`config.mk`:
```
export PLATFORM = sky130hd
export DESIGN_NAME = sha256_byte_stream_hasher_flat
export DESIGN_NICKNAME = d
export VERILOG_FILES = /design/src/design/sha_pkg.sv /design/src/design/sha_req_if.sv /design/src/design/sha_rsp_if.sv /design/src/design/sha_dp.sv /design/src/design/sha_ctrl.sv /design/src/design/sha256_byte_stream_hasher.sv /design/src/flat_wrapper.sv
export SDC_FILE = /design/constraint.sdc
export NUM_CORES = 2
export LEC_CHECK = 0
export ABC_AREA = 1
export BUFFER_PORTS_ARGS = -buffer_cell sky130_fd_sc_hd__buf_2
export CORE_MARGIN = 2
export CORE_UTILIZATION = 30
export CTS_BUF_LIST = sky130_fd_sc_hd__clkbuf_4 sky130_fd_sc_hd__clkbuf_8
export CTS_CLUSTER_DIAMETER = 120
export CTS_CLUSTER_SIZE = 25
export DETAILED_ROUTE_END_ITERATION = 8
export GPL_TIMING_DRIVEN = 1
export SETUP_SLACK_MARGIN = 0.3
export SLEW_MARGIN = 20
export SYNTH_ARGS = -nofsm -noshare
export SYNTH_HDL_FRONTEND = slang
export SYNTH_SLANG_ARGS = --single-unit
```
`constraint.sdc`:
```
create_clock -name clock -period 13.14 [get_ports clock]
set_input_delay 2.628 -clock clock [delete_from_list [all_inputs] [get_ports clock]]
set_output_delay 2.628 -clock clock [all_outputs]
set_load 0.05 [all_outputs]
```
`src/design/sha_pkg.sv`:
```
// shared types, codes and constants for the sha-256 byte stream hasher
// no dependencies; the datapath, controller and top level refer to this package by scoped names
`timescale 1ns / 1ps
`default_nettype none

package sha_pkg;

   localparam int unsigned WORD_BITS = 32;
   localparam int unsigned LEN_BITS  = 61;

   localparam logic [5:0] FILL_LAST  = 6'd63;
   localparam logic [5:0] FILL_LEN   = 6'd56;
   localparam logic [5:0] ROUND_LAST = 6'd63;
   localparam logic [7:0] PAD_MARK   = 8'h80;

   localparam logic [0:63][31:0] ROUND_K = {
      32'h428a2f98, 32'h71374491, 32'hb5c0fbcf, 32'he9b5dba5,
      32'h3956c25b, 32'h59f111f1, 32'h923f82a4, 32'hab1c5ed5,
      32'hd807aa98, 32'h12835b01, 32'h243185be, 32'h550c7dc3,
      32'h72be5d74, 32'h80deb1fe, 32'h9bdc06a7, 32'hc19bf174,
      32'he49b69c1, 32'hefbe4786, 32'h0fc19dc6, 32'h240ca1cc,
      32'h2de92c6f, 32'h4a7484aa, 32'h5cb0a9dc, 32'h76f988da,
      32'h983e5152, 32'ha831c66d, 32'hb00327c8, 32'hbf597fc7,
      32'hc6e00bf3, 32'hd5a79147, 32'h06ca6351, 32'h14292967,
      32'h27b70a85, 32'h2e1b2138, 32'h4d2c6dfc, 32'h53380d13,
      32'h650a7354, 32'h766a0abb, 32'h81c2c92e, 32'h92722c85,
      32'ha2bfe8a1, 32'ha81a664b, 32'hc24b8b70, 32'hc76c51a3,
      32'hd192e819, 32'hd6990624, 32'hf40e3585, 32'h106aa070,
      32'h19a4c116, 32'h1e376c08, 32'h2748774c, 32'h34b0bcb5,
      32'h391c0cb3, 32'h4ed8aa4a, 32'h5b9cca4f, 32'h682e6ff3,
      32'h748f82ee, 32'h78a5636f, 32'h84c87814, 32'h8cc70208,
      32'h90befffa, 32'ha4506ceb, 32'hbef9a3f7, 32'hc67178f2};

   localparam logic [0:7][31:0] INIT_H = {
      32'h6a09e667, 32'hbb67ae85, 32'h3c6ef372, 32'ha54ff53a,
      32'h510e527f, 32'h9b05688c, 32'h1f83d9ab, 32'h5be0cd19};

   typedef enum logic [1:0] {
      BYTE_MSG,
      BYTE_MARK,
      BYTE_ZERO
   } byte_sel_type;

   typedef enum logic [1:0] {
      ST_IDLE,
      ST_PAD,
      ST_ROUND,
      ST_FOLD
   } ctrl_state_type;

   typedef struct packed {
      logic         put_byte;
      byte_sel_type byte_sel;
      logic         count_len;
      logic         write_len;
      logic         start_block;
      logic         round;
      logic [5:0]   round_idx;
      logic         fold;
      logic         finish;
   } dp_cmd_type;

   typedef struct packed {
      logic [5:0] fill;
      logic       out_busy;
   } dp_stat_type;

   function automatic logic [31:0] rotr(input logic [31:0] v, input int unsigned n);
      return (v >> n) | (v << (32 - n));
   endfunction

endpackage

`default_nettype wire

```
`src/design/sha_req_if.sv`:
```
// request channel: one message byte beat with its flags
// no dependencies
`timescale 1ns / 1ps
`default_nettype none

interface sha_req_if;
   logic       valid;
   logic       ready;
   logic [7:0] message_byte;
   logic       has_byte;
   logic       end_of_message;

   modport source (output valid, message_byte, has_byte, end_of_message, input ready);
   modport sink (input valid, message_byte, has_byte, end_of_message, output ready);
endinterface

`default_nettype wire

```
`src/design/sha_rsp_if.sv`:
```
// response channel: one digest word beat
// no dependencies
`timescale 1ns / 1ps
`default_nettype none

interface sha_rsp_if;
   logic        valid;
   logic        ready;
   logic [31:0] digest_word;
   logic [2:0]  word_number;
   logic        last_word;

   modport source (output valid, digest_word, word_number, last_word, input ready);
   modport sink (input valid, digest_word, word_number, last_word, output ready);
endinterface

`default_nettype wire

```
`src/design/sha_dp.sv`:
```
// datapath: block/schedule words, working variables, chain value, length and digest output
// depends on sha_pkg
`timescale 1ns / 1ps
`default_nettype none

module sha_dp (
   input  wire logic                clock,
   input  wire logic                reset,
   input  wire logic [7:0]          message_byte,
   input  wire sha_pkg::dp_cmd_type cmd,
   output sha_pkg::dp_stat_type     stat,
   output logic                     rsp_valid,
   input  wire logic                rsp_ready,
   output logic [31:0]              digest_word,
   output logic [2:0]               word_number,
   output logic                     last_word
);

   logic [31:0] word_ff [16];
   logic [31:0] word_in [16];
   logic [31:0] wv_ff [8];
   logic [31:0] wv_in [8];
   logic [31:0] chain_ff [8];
   logic [31:0] chain_in [8];
   logic [31:0] digest_ff [8];
   logic [31:0] digest_in [8];
   logic [5:0]  fill_ff, fill_in;
   logic [sha_pkg::LEN_BITS-1:0] len_ff, len_in;
   logic        out_valid_ff, out_valid_in;
   logic [2:0]  out_cnt_ff, out_cnt_in;

   logic [7:0]  byte_val;
   logic [3:0]  byte_word;
   logic [1:0]  byte_lane;
   logic [63:0] len_bits;
   logic [31:0] wt, sig0, sig1;
   logic [31:0] bsig0, bsig1, ch, maj, t1, t2;

   always_comb begin
      case (cmd.byte_sel)
         sha_pkg::BYTE_MSG:  byte_val = message_byte;
         sha_pkg::BYTE_MARK: byte_val = sha_pkg::PAD_MARK;
         default:            byte_val = 8'h00;
      endcase
   end

   assign byte_word = fill_ff[5:2];
   assign byte_lane = fill_ff[1:0];
   assign len_bits  = {len_ff, 3'b000};

   // message schedule over a 16-word sliding window, oldest word at index 0
   assign sig0 = sha_pkg::rotr(word_ff[1], 7) ^ sha_pkg::rotr(word_ff[1], 18)
                 ^ (word_ff[1] >> 3);
   assign sig1 = sha_pkg::rotr(word_ff[14], 17) ^ sha_pkg::rotr(word_ff[14], 19)
                 ^ (word_ff[14] >> 10);
   assign wt   = (cmd.round_idx[5:4] == 2'b00) ? word_ff[0]
                 : word_ff[0] + sig0 + word_ff[9] + sig1;

   assign bsig1 = sha_pkg::rotr(wv_ff[4], 6) ^ sha_pkg::rotr(wv_ff[4], 11)
                  ^ sha_pkg::rotr(wv_ff[4], 25);
   assign ch    = (wv_ff[4] & wv_ff[5]) ^ (~wv_ff[4] & wv_ff[6]);
   assign t1    = wv_ff[7] + bsig1 + ch + sha_pkg::ROUND_K[cmd.round_idx] + wt;
   assign bsig0 = sha_pkg::rotr(wv_ff[0], 2) ^ sha_pkg::rotr(wv_ff[0], 13)
                  ^ sha_pkg::rotr(wv_ff[0], 22);
   assign maj   = (wv_ff[0] & wv_ff[1]) ^ (wv_ff[0] & wv_ff[2]) ^ (wv_ff[1] & wv_ff[2]);
   assign t2    = bsig0 + maj;

   always_comb begin
      word_in = word_ff;
      if (cmd.put_byte) begin
         case (byte_lane)
            2'd0:    word_in[byte_word][31:24] = byte_val;
            2'd1:    word_in[byte_word][23:16] = byte_val;
            2'd2:    word_in[byte_word][15:8]  = byte_val;
            default: word_in[byte_word][7:0]   = byte_val;
         endcase
      end
      if (cmd.write_len) begin
         word_in[14] = len_bits[63:32];
         word_in[15] = len_bits[31:0];
      end
      if (cmd.round) begin
         for (int i = 0; i < 15; i++) begin
            word_in[i] = word_ff[i + 1];
         end
         word_in[15] = wt;
      end
   end

   always_comb begin
      wv_in = wv_ff;
      if (cmd.start_block) begin
         wv_in = chain_ff;
      end else if (cmd.round) begin
         wv_in[7] = wv_ff[6];
         wv_in[6] = wv_ff[5];
         wv_in[5] = wv_ff[4];
         wv_in[4] = wv_ff[3] + t1;
         wv_in[3] = wv_ff[2];
         wv_in[2] = wv_ff[1];
         wv_in[1] = wv_ff[0];
         wv_in[0] = t1 + t2;
      end
   end

   always_comb begin
      chain_in  = chain_ff;
      digest_in = digest_ff;
      if (cmd.fold) begin
         for (int i = 0; i < 8; i++) begin
            chain_in[i] = chain_ff[i] + wv_ff[i];
         end
      end
      if (cmd.finish) begin
         for (int i = 0; i < 8; i++) begin
            digest_in[i] = chain_ff[i] + wv_ff[i];
            chain_in[i]  = sha_pkg::INIT_H[i];
         end
      end
   end

   always_comb begin
      fill_in = fill_ff;
      len_in  = len_ff;
      if (cmd.put_byte) begin
         fill_in = fill_ff + 6'd1;
      end
      if (cmd.write_len || cmd.finish) begin
         fill_in = '0;
      end
      // count saturates at all ones
      if (cmd.count_len && (len_ff != '1)) begin
         len_in = len_ff + {{(sha_pkg::LEN_BITS-1){1'b0}}, 1'b1};
      end
      if (cmd.finish) begin
         len_in = '0;
      end
   end

   always_comb begin
      out_valid_in = out_valid_ff;
      out_cnt_in   = out_cnt_ff;
      if (out_valid_ff && rsp_ready) begin
         out_cnt_in = out_cnt_ff + 3'd1;
         if (out_cnt_ff == 3'd7) begin
            out_valid_in = 1'b0;
         end
      end
      if (cmd.finish) begin
         out_valid_in = 1'b1;
         out_cnt_in   = '0;
      end
   end

   always_ff @(posedge clock) begin
      word_ff   <= word_in;
      wv_ff     <= wv_in;
      digest_ff <= digest_in;
      if (reset) begin
         for (int i = 0; i < 8; i++) begin
            chain_ff[i] <= sha_pkg::INIT_H[i];
         end
         fill_ff      <= '0;
         len_ff       <= '0;
         out_valid_ff <= 1'b0;
         out_cnt_ff   <= '0;
      end else begin
         chain_ff     <= chain_in;
         fill_ff      <= fill_in;
         len_ff       <= len_in;
         out_valid_ff <= out_valid_in;
         out_cnt_ff   <= out_cnt_in;
      end
   end

   assign stat.fill     = fill_ff;
   assign stat.out_busy = out_valid_ff;

   assign rsp_valid   = out_valid_ff;
   assign digest_word = digest_ff[out_cnt_ff];
   assign word_number = out_cnt_ff;
   assign last_word   = (out_cnt_ff == 3'd7);

endmodule

`default_nettype wire

```
`src/design/sha_ctrl.sv`:
```
// controller: sequences byte intake, padding, the 64 rounds and the chain update
// depends on sha_pkg
`timescale 1ns / 1ps
`default_nettype none

module sha_ctrl (
   input  wire logic                 clock,
   input  wire logic                 reset,
   input  wire logic                 req_valid,
   output logic                      req_ready,
   input  wire logic                 req_has_byte,
   input  wire logic                 req_end,
   input  wire sha_pkg::dp_stat_type stat,
   output sha_pkg::dp_cmd_type       cmd
);

   sha_pkg::ctrl_state_type state_ff, state_in;
   logic [5:0] round_ff, round_in;
   logic       pad_ff, pad_in;
   logic       mark_ff, mark_in;
   logic       final_ff, final_in;

   logic block_full;
   logic len_slot;

   assign block_full = (stat.fill == sha_pkg::FILL_LAST);
   assign len_slot   = (stat.fill == sha_pkg::FILL_LEN);

   // next state
   always_comb begin
      state_in = state_ff;
      round_in = round_ff;
      pad_in   = pad_ff;
      mark_in  = mark_ff;
      final_in = final_ff;
      case (state_ff)
         sha_pkg::ST_IDLE: begin
            if (req_valid) begin
               pad_in  = req_end;
               mark_in = req_end;
               if (req_has_byte && block_full) begin
                  state_in = sha_pkg::ST_ROUND;
               end else if (req_end) begin
                  state_in = sha_pkg::ST_PAD;
               end
            end
         end
         sha_pkg::ST_PAD: begin
            if (mark_ff) begin
               mark_in = 1'b0;
               if (block_full) begin
                  state_in = sha_pkg::ST_ROUND;
               end
            end else if (len_slot) begin
               pad_in   = 1'b0;
               final_in = 1'b1;
               state_in = sha_pkg::ST_ROUND;
            end else if (block_full) begin
               state_in = sha_pkg::ST_ROUND;
            end
         end
         sha_pkg::ST_ROUND: begin
            round_in = round_ff + 6'd1;
            if (round_ff == sha_pkg::ROUND_LAST) begin
               state_in = sha_pkg::ST_FOLD;
            end
         end
         sha_pkg::ST_FOLD: begin
            if (final_ff) begin
               // digest register must be drained before it is overwritten
               if (!stat.out_busy) begin
                  final_in = 1'b0;
                  state_in = sha_pkg::ST_IDLE;
               end
            end else if (pad_ff) begin
               state_in = sha_pkg::ST_PAD;
            end else begin
               state_in = sha_pkg::ST_IDLE;
            end
         end
         default: begin
            state_in = sha_pkg::ST_IDLE;
         end
      endcase
   end

   // outputs
   always_comb begin
      req_ready     = 1'b0;
      cmd           = '0;
      cmd.byte_sel  = sha_pkg::BYTE_ZERO;
      cmd.round_idx = round_ff;
      case (state_ff)
         sha_pkg::ST_IDLE: begin
            req_ready = 1'b1;
            if (req_valid && req_has_byte) begin
               cmd.put_byte    = 1'b1;
               cmd.byte_sel    = sha_pkg::BYTE_MSG;
               cmd.count_len   = 1'b1;
               cmd.start_block = block_full;
            end
         end
         sha_pkg::ST_PAD: begin
            if (mark_ff) begin
               cmd.put_byte    = 1'b1;
               cmd.byte_sel    = sha_pkg::BYTE_MARK;
               cmd.start_block = block_full;
            end else if (len_slot) begin
               cmd.write_len   = 1'b1;
               cmd.start_block = 1'b1;
            end else begin
               cmd.put_byte    = 1'b1;
               cmd.start_block = block_full;
            end
         end
         sha_pkg::ST_ROUND: begin
            cmd.round = 1'b1;
         end
         sha_pkg::ST_FOLD: begin
            if (final_ff) begin
               cmd.finish = !stat.out_busy;
            end else begin
               cmd.fold = 1'b1;
            end
         end
         default: begin
            cmd.round = 1'b0;
         end
      endcase
   end

   always_ff @(posedge clock) begin
      if (reset) begin
         state_ff <= sha_pkg::ST_IDLE;
         round_ff <= '0;
         pad_ff   <= 1'b0;
         mark_ff  <= 1'b0;
         final_ff <= 1'b0;
      end else begin
         state_ff <= state_in;
         round_ff <= round_in;
         pad_ff   <= pad_in;
         mark_ff  <= mark_in;
         final_ff <= final_in;
      end
   end

endmodule

`default_nettype wire

```
`src/design/sha256_byte_stream_hasher.sv`:
```
// intake: a byte not completing a block is accepted when offered; a block's last byte is
// followed by 64 rounds at one per cycle and the chain update; no byte is taken meanwhile
// end of message: mark byte, zero pad bytes and length slot, then rounds and chain update
// per padded block; the last chain update is held while an earlier digest drains, then eight
// digest beats at one per cycle while ready is high; next-message bytes are taken meanwhile
// reset: synchronous; chain value returns to the initial hash, counters and handshakes clear
`timescale 1ns / 1ps
`default_nettype none

module sha256_byte_stream_hasher (
   input  wire logic clock,
   input  wire logic reset,
   sha_req_if.sink   req_chan,
   sha_rsp_if.source rsp_chan
);

   sha_pkg::dp_cmd_type  cmd;
   sha_pkg::dp_stat_type stat;

   sha_ctrl u_ctrl (
      .clock        (clock),
      .reset        (reset),
      .req_valid    (req_chan.valid),
      .req_ready    (req_chan.ready),
      .req_has_byte (req_chan.has_byte),
      .req_end      (req_chan.end_of_message),
      .stat         (stat),
      .cmd          (cmd)
   );

   sha_dp u_dp (
      .clock        (clock),
      .reset        (reset),
      .message_byte (req_chan.message_byte),
      .cmd          (cmd),
      .stat         (stat),
      .rsp_valid    (rsp_chan.valid),
      .rsp_ready    (rsp_chan.ready),
      .digest_word  (rsp_chan.digest_word),
      .word_number  (rsp_chan.word_number),
      .last_word    (rsp_chan.last_word)
   );

`ifndef SYNTH
   a_start_then_round: assert property (@(posedge clock) disable iff (reset)
      cmd.start_block |=> cmd.round)
      else $error("block start not followed by a round");

   a_finish_idle_out: assert property (@(posedge clock) disable iff (reset)
      cmd.finish |-> !stat.out_busy)
      else $error("digest overwritten while still draining");

   a_round_exclusive: assert property (@(posedge clock) disable iff (reset)
      cmd.round |-> (!cmd.put_byte && !cmd.write_len && !req_chan.ready))
      else $error("block words written during rounds");

   a_last_beat_ends: assert property (@(posedge clock) disable iff (reset)
      (rsp_chan.valid && rsp_chan.ready && rsp_chan.last_word) |=> !rsp_chan.valid)
      else $error("digest output continues past the last word");
`endif

endmodule

`default_nettype wire

```
`src/flat_wrapper.sv`:
```
// flat-port wrapper written by rule: the top's interface ports become plain ports
module sha256_byte_stream_hasher_flat 
  (clock, reset, req_chan_valid, req_chan_message_byte, req_chan_has_byte, req_chan_end_of_message, req_chan_ready, rsp_chan_valid, rsp_chan_digest_word, rsp_chan_word_number, rsp_chan_last_word, rsp_chan_ready);
  sha_req_if req_chan_i ();
  sha_rsp_if rsp_chan_i ();
  input  wire logic clock;
  input  wire logic reset;
  input wire logic [$bits(req_chan_i.valid)-1:0] req_chan_valid;
  input wire logic [$bits(req_chan_i.message_byte)-1:0] req_chan_message_byte;
  input wire logic [$bits(req_chan_i.has_byte)-1:0] req_chan_has_byte;
  input wire logic [$bits(req_chan_i.end_of_message)-1:0] req_chan_end_of_message;
  output wire logic [$bits(req_chan_i.ready)-1:0] req_chan_ready;
  output wire logic [$bits(rsp_chan_i.valid)-1:0] rsp_chan_valid;
  output wire logic [$bits(rsp_chan_i.digest_word)-1:0] rsp_chan_digest_word;
  output wire logic [$bits(rsp_chan_i.word_number)-1:0] rsp_chan_word_number;
  output wire logic [$bits(rsp_chan_i.last_word)-1:0] rsp_chan_last_word;
  input wire logic [$bits(rsp_chan_i.ready)-1:0] rsp_chan_ready;
  assign req_chan_i.valid = req_chan_valid;
  assign req_chan_i.message_byte = req_chan_message_byte;
  assign req_chan_i.has_byte = req_chan_has_byte;
  assign req_chan_i.end_of_message = req_chan_end_of_message;
  assign req_chan_ready = req_chan_i.ready;
  assign rsp_chan_valid = rsp_chan_i.valid;
  assign rsp_chan_digest_word = rsp_chan_i.digest_word;
  assign rsp_chan_word_number = rsp_chan_i.word_number;
  assign rsp_chan_last_word = rsp_chan_i.last_word;
  assign rsp_chan_i.ready = rsp_chan_ready;
  sha256_byte_stream_hasher u_core (.clock(clock), .reset(reset), .req_chan(req_chan_i), .rsp_chan(rsp_chan_i));
endmodule
```
==> run metrics <==
skew final 99.9 ps; worst hold path type flip-flop to flip-flop; final setup vio count 0; Least-Margin Pin Slew 1270 ps; Final Util 0.319; layout cell share with drive strength beyond 1 0.0346; slew margin rel. 0.152; Clock Sinks ~1400; CTS HTree Levels 3; num rows roughly 200; most frequent cells in the layout nand2_1, inv_1, nor2_1; Critical Path Source Type flip-flop; Fin Setup TNS 0 ps; hold buffers post-CTS 0; CTS Buf Count 66; Synth Warn # 0; FFs w/ async S/R, synth 0; Worst setup EP type flip-flop; Area growth, synth to finish 5.94%; die width 563 microns; Total Routed Length about 370 mm; leading cell type in the layout, fill and taps excluded nand2_1; Critical Path AT between 10000 and 15000 ps; Worst Hold Slack 468 ps; CTS tree done; Post-DRT Antenna Nets 0; Worst Path Required between 10000 and 15000 ps; nets approximately 12000; die area 317000 sq um; via count 84198; Yosys cell types 73; Crit Path Class flip-flop to flip-flop; Clock Latency Late Sink between 900 and 1000 ps; setup bufs post-CTS 0; starting density of the core 0.301; slowest library cell on the worst path a31oi_1; deepest clock path buffer count 3; RSZ-0062 raised after global routing false; Core ar. between 300000 and 400000 sq um; Die Y about 560 microns; WL/cell ~23 microns; status complete, no violations; cell area after synthesis 93900 sq um; DR vias/cell roughly 5.4; initial antenna violation count 11; number of global-route vias before repair 78246; EDFF count, synth 1024; Final period util 0.811; initial DRC count 10274; Syn Nets approximately 12000; Root Buffer clkbuf_8; PortBufs 51; maxcap violations 0; critical-path maximum fanout 6; Tot GR Track Use 0.221; Syn Area/Cell around 8 sq um; CP max stage delay 680 ps; CP most frequent cell nand2_1; HPWL after detailed placement around 270 mm; Seq/Total Area, Yosys 0.400; Overflow after GRT 0; largest net degree at the start of global routing about 180; max-slew violation count 0; first-pass GRT wire length around 530 mm; Synth Register Bits approximately 1400; RePlAce Congestion approximately 1; Syn Inst Count approximately 12000; CTS resizes 0; 1st-pass router iterations 6; Top FF cell, synth edfxtp_1; Worst-path clk slew approximately 170 ps; Fin. Hold Viols 0; Ports 52; DRC Markers 0; min cycle time layout between 10000 and 15000 ps; fmax 93.8 MHz
-- final timing paths --
kind / startpoint / to / slack, ps / cells after the start
max: u_core.u_dp.word_ff[454]$_DFFE_PP_ / u_core.u_dp.wv_ff[255]$_DFFE_PP_ / 2480 / 35
min: u_core.u_ctrl.pad_ff$_SDFFE_PP0P_ / u_core.u_ctrl.pad_ff$_SDFFE_PP0P_ / 470 / 2
max reg2reg: u_core.u_dp.word_ff[454]$_DFFE_PP_ / u_core.u_dp.wv_ff[255]$_DFFE_PP_ / 2480 / 35
min reg2reg: u_core.u_ctrl.pad_ff$_SDFFE_PP0P_ / u_core.u_ctrl.pad_ff$_SDFFE_PP0P_ / 470 / 2
-- area by class of cell --
| class | count | area (sq um) |
|---|---|---|
| timing repair buffer | 177 | 1280 |
| sequential | 1362 | 37500 |
| multi-input combinational | 8433 | 48600 |
| antenna | 7 | 17.5 |
| clock inverter | 12 | 116 |
| inverter | 1488 | 5620 |
| tap | 4140 | 5180 |
| fill | 33190 | 212000 |
| clock buffer | 98 | 1160 |
-- worst max-delay path: cells and delay by family (launching register included) --
kind / cells / cell delay [ps]
AOI/OAI and AO/OA: 8 / 2690
xor gates and xnor gates: 3 / 1110
DFF: 1 / 560
adders and majority gates: 9 / 4070
buffers and inverters: 3 / 210
and+or+nand+nor: 12 / 1730
-- kinds of logic (layout without fill, tap and decap cells) --
group                      count (synthesis)  after routing  synth area share
DFF                                     1362           1362             0.400
other                                      0              7                 0
buffers and inverters                   2083           1775            0.0847
adders and majority gates                596            596            0.0949
muxes                                      2              2          0.000227
AOI/OAI and AO/OA                       3255           3255             0.196
and+or+nand+nor                         4016           4016             0.172
xor gates and xnor gates                 564            564            0.0526
-- synthesized netlist by cell type (48+ instances only) --
library cell / n / area, sq um
edfxtp_1: 1024 / 30700
o211ai_1: 56 / 420
a21oi_1: 1120 / 5610
buf_2: 66 / 330
clkbuf_1: 475 / 1780
xnor2_1: 216 / 1890
nor3_1: 99 / 495
xor2_1: 348 / 3050
a22oi_1: 122 / 916
a221oi_1: 111 / 972
dfxtp_1: 338 / 6770
nand2_1: 2131 / 8000
nand3_1: 291 / 1460
nor2_1: 1281 / 4810
buf_1: 48 / 180
inv_1: 1464 / 5500
nand4_1: 64 / 400
o22ai_1: 243 / 1520
fa_1: 195 / 3900
a31oi_1: 104 / 651
ha_1: 398 / 4980
a21o_1: 54 / 405
o21ai_0: 1208 / 6050
-- state kept, by name, indices dropped and copies added, names as in the netlist, 2 cells and up --
name                     cells
u_core.u_ctrl.round_ff       6
u_core.u_ctrl.state_ff       2
u_core.u_dp.chain_ff       256
u_core.u_dp.digest_ff      256
u_core.u_dp.fill_ff          6
u_core.u_dp.len_ff          61
u_core.u_dp.word_ff        512
u_core.u_dp.word_number      3
u_core.u_dp.wv_ff          256
-- metrics by stage --
step           cells  worst slack (ps)  area, sq um
3_3_place_gp   15598              2810        98100
5_1_grt        15715              1980        99500
4_1_cts        15709              2630        99400
2_1_floorplan  11878              3320        93900
6_report       15717              2480        99500
3_5_place_dp   15599              2720        98100
-- routing by layer --
| metal | up-vias | GRT usage | routed length [microns] | share of wire |
|---|---|---|---|---|
| li1 | 39449 | - | - | - |
| met1 | 40515 | 0.293 | 153000 | 0.42 |
| met2 | 3613 | 0.361 | 168000 | 0.46 |
| met3 | 617 | 0.0236 | 24600 | 0.067 |
| met4 | 4 | 0.105 | 20300 | 0.055 |
| met5 | - | 0 | 27 | 0.000074 |
Power is not shown: default switching activity piles up to over one toggle a cycle in this logic, so the estimate is an artifact.
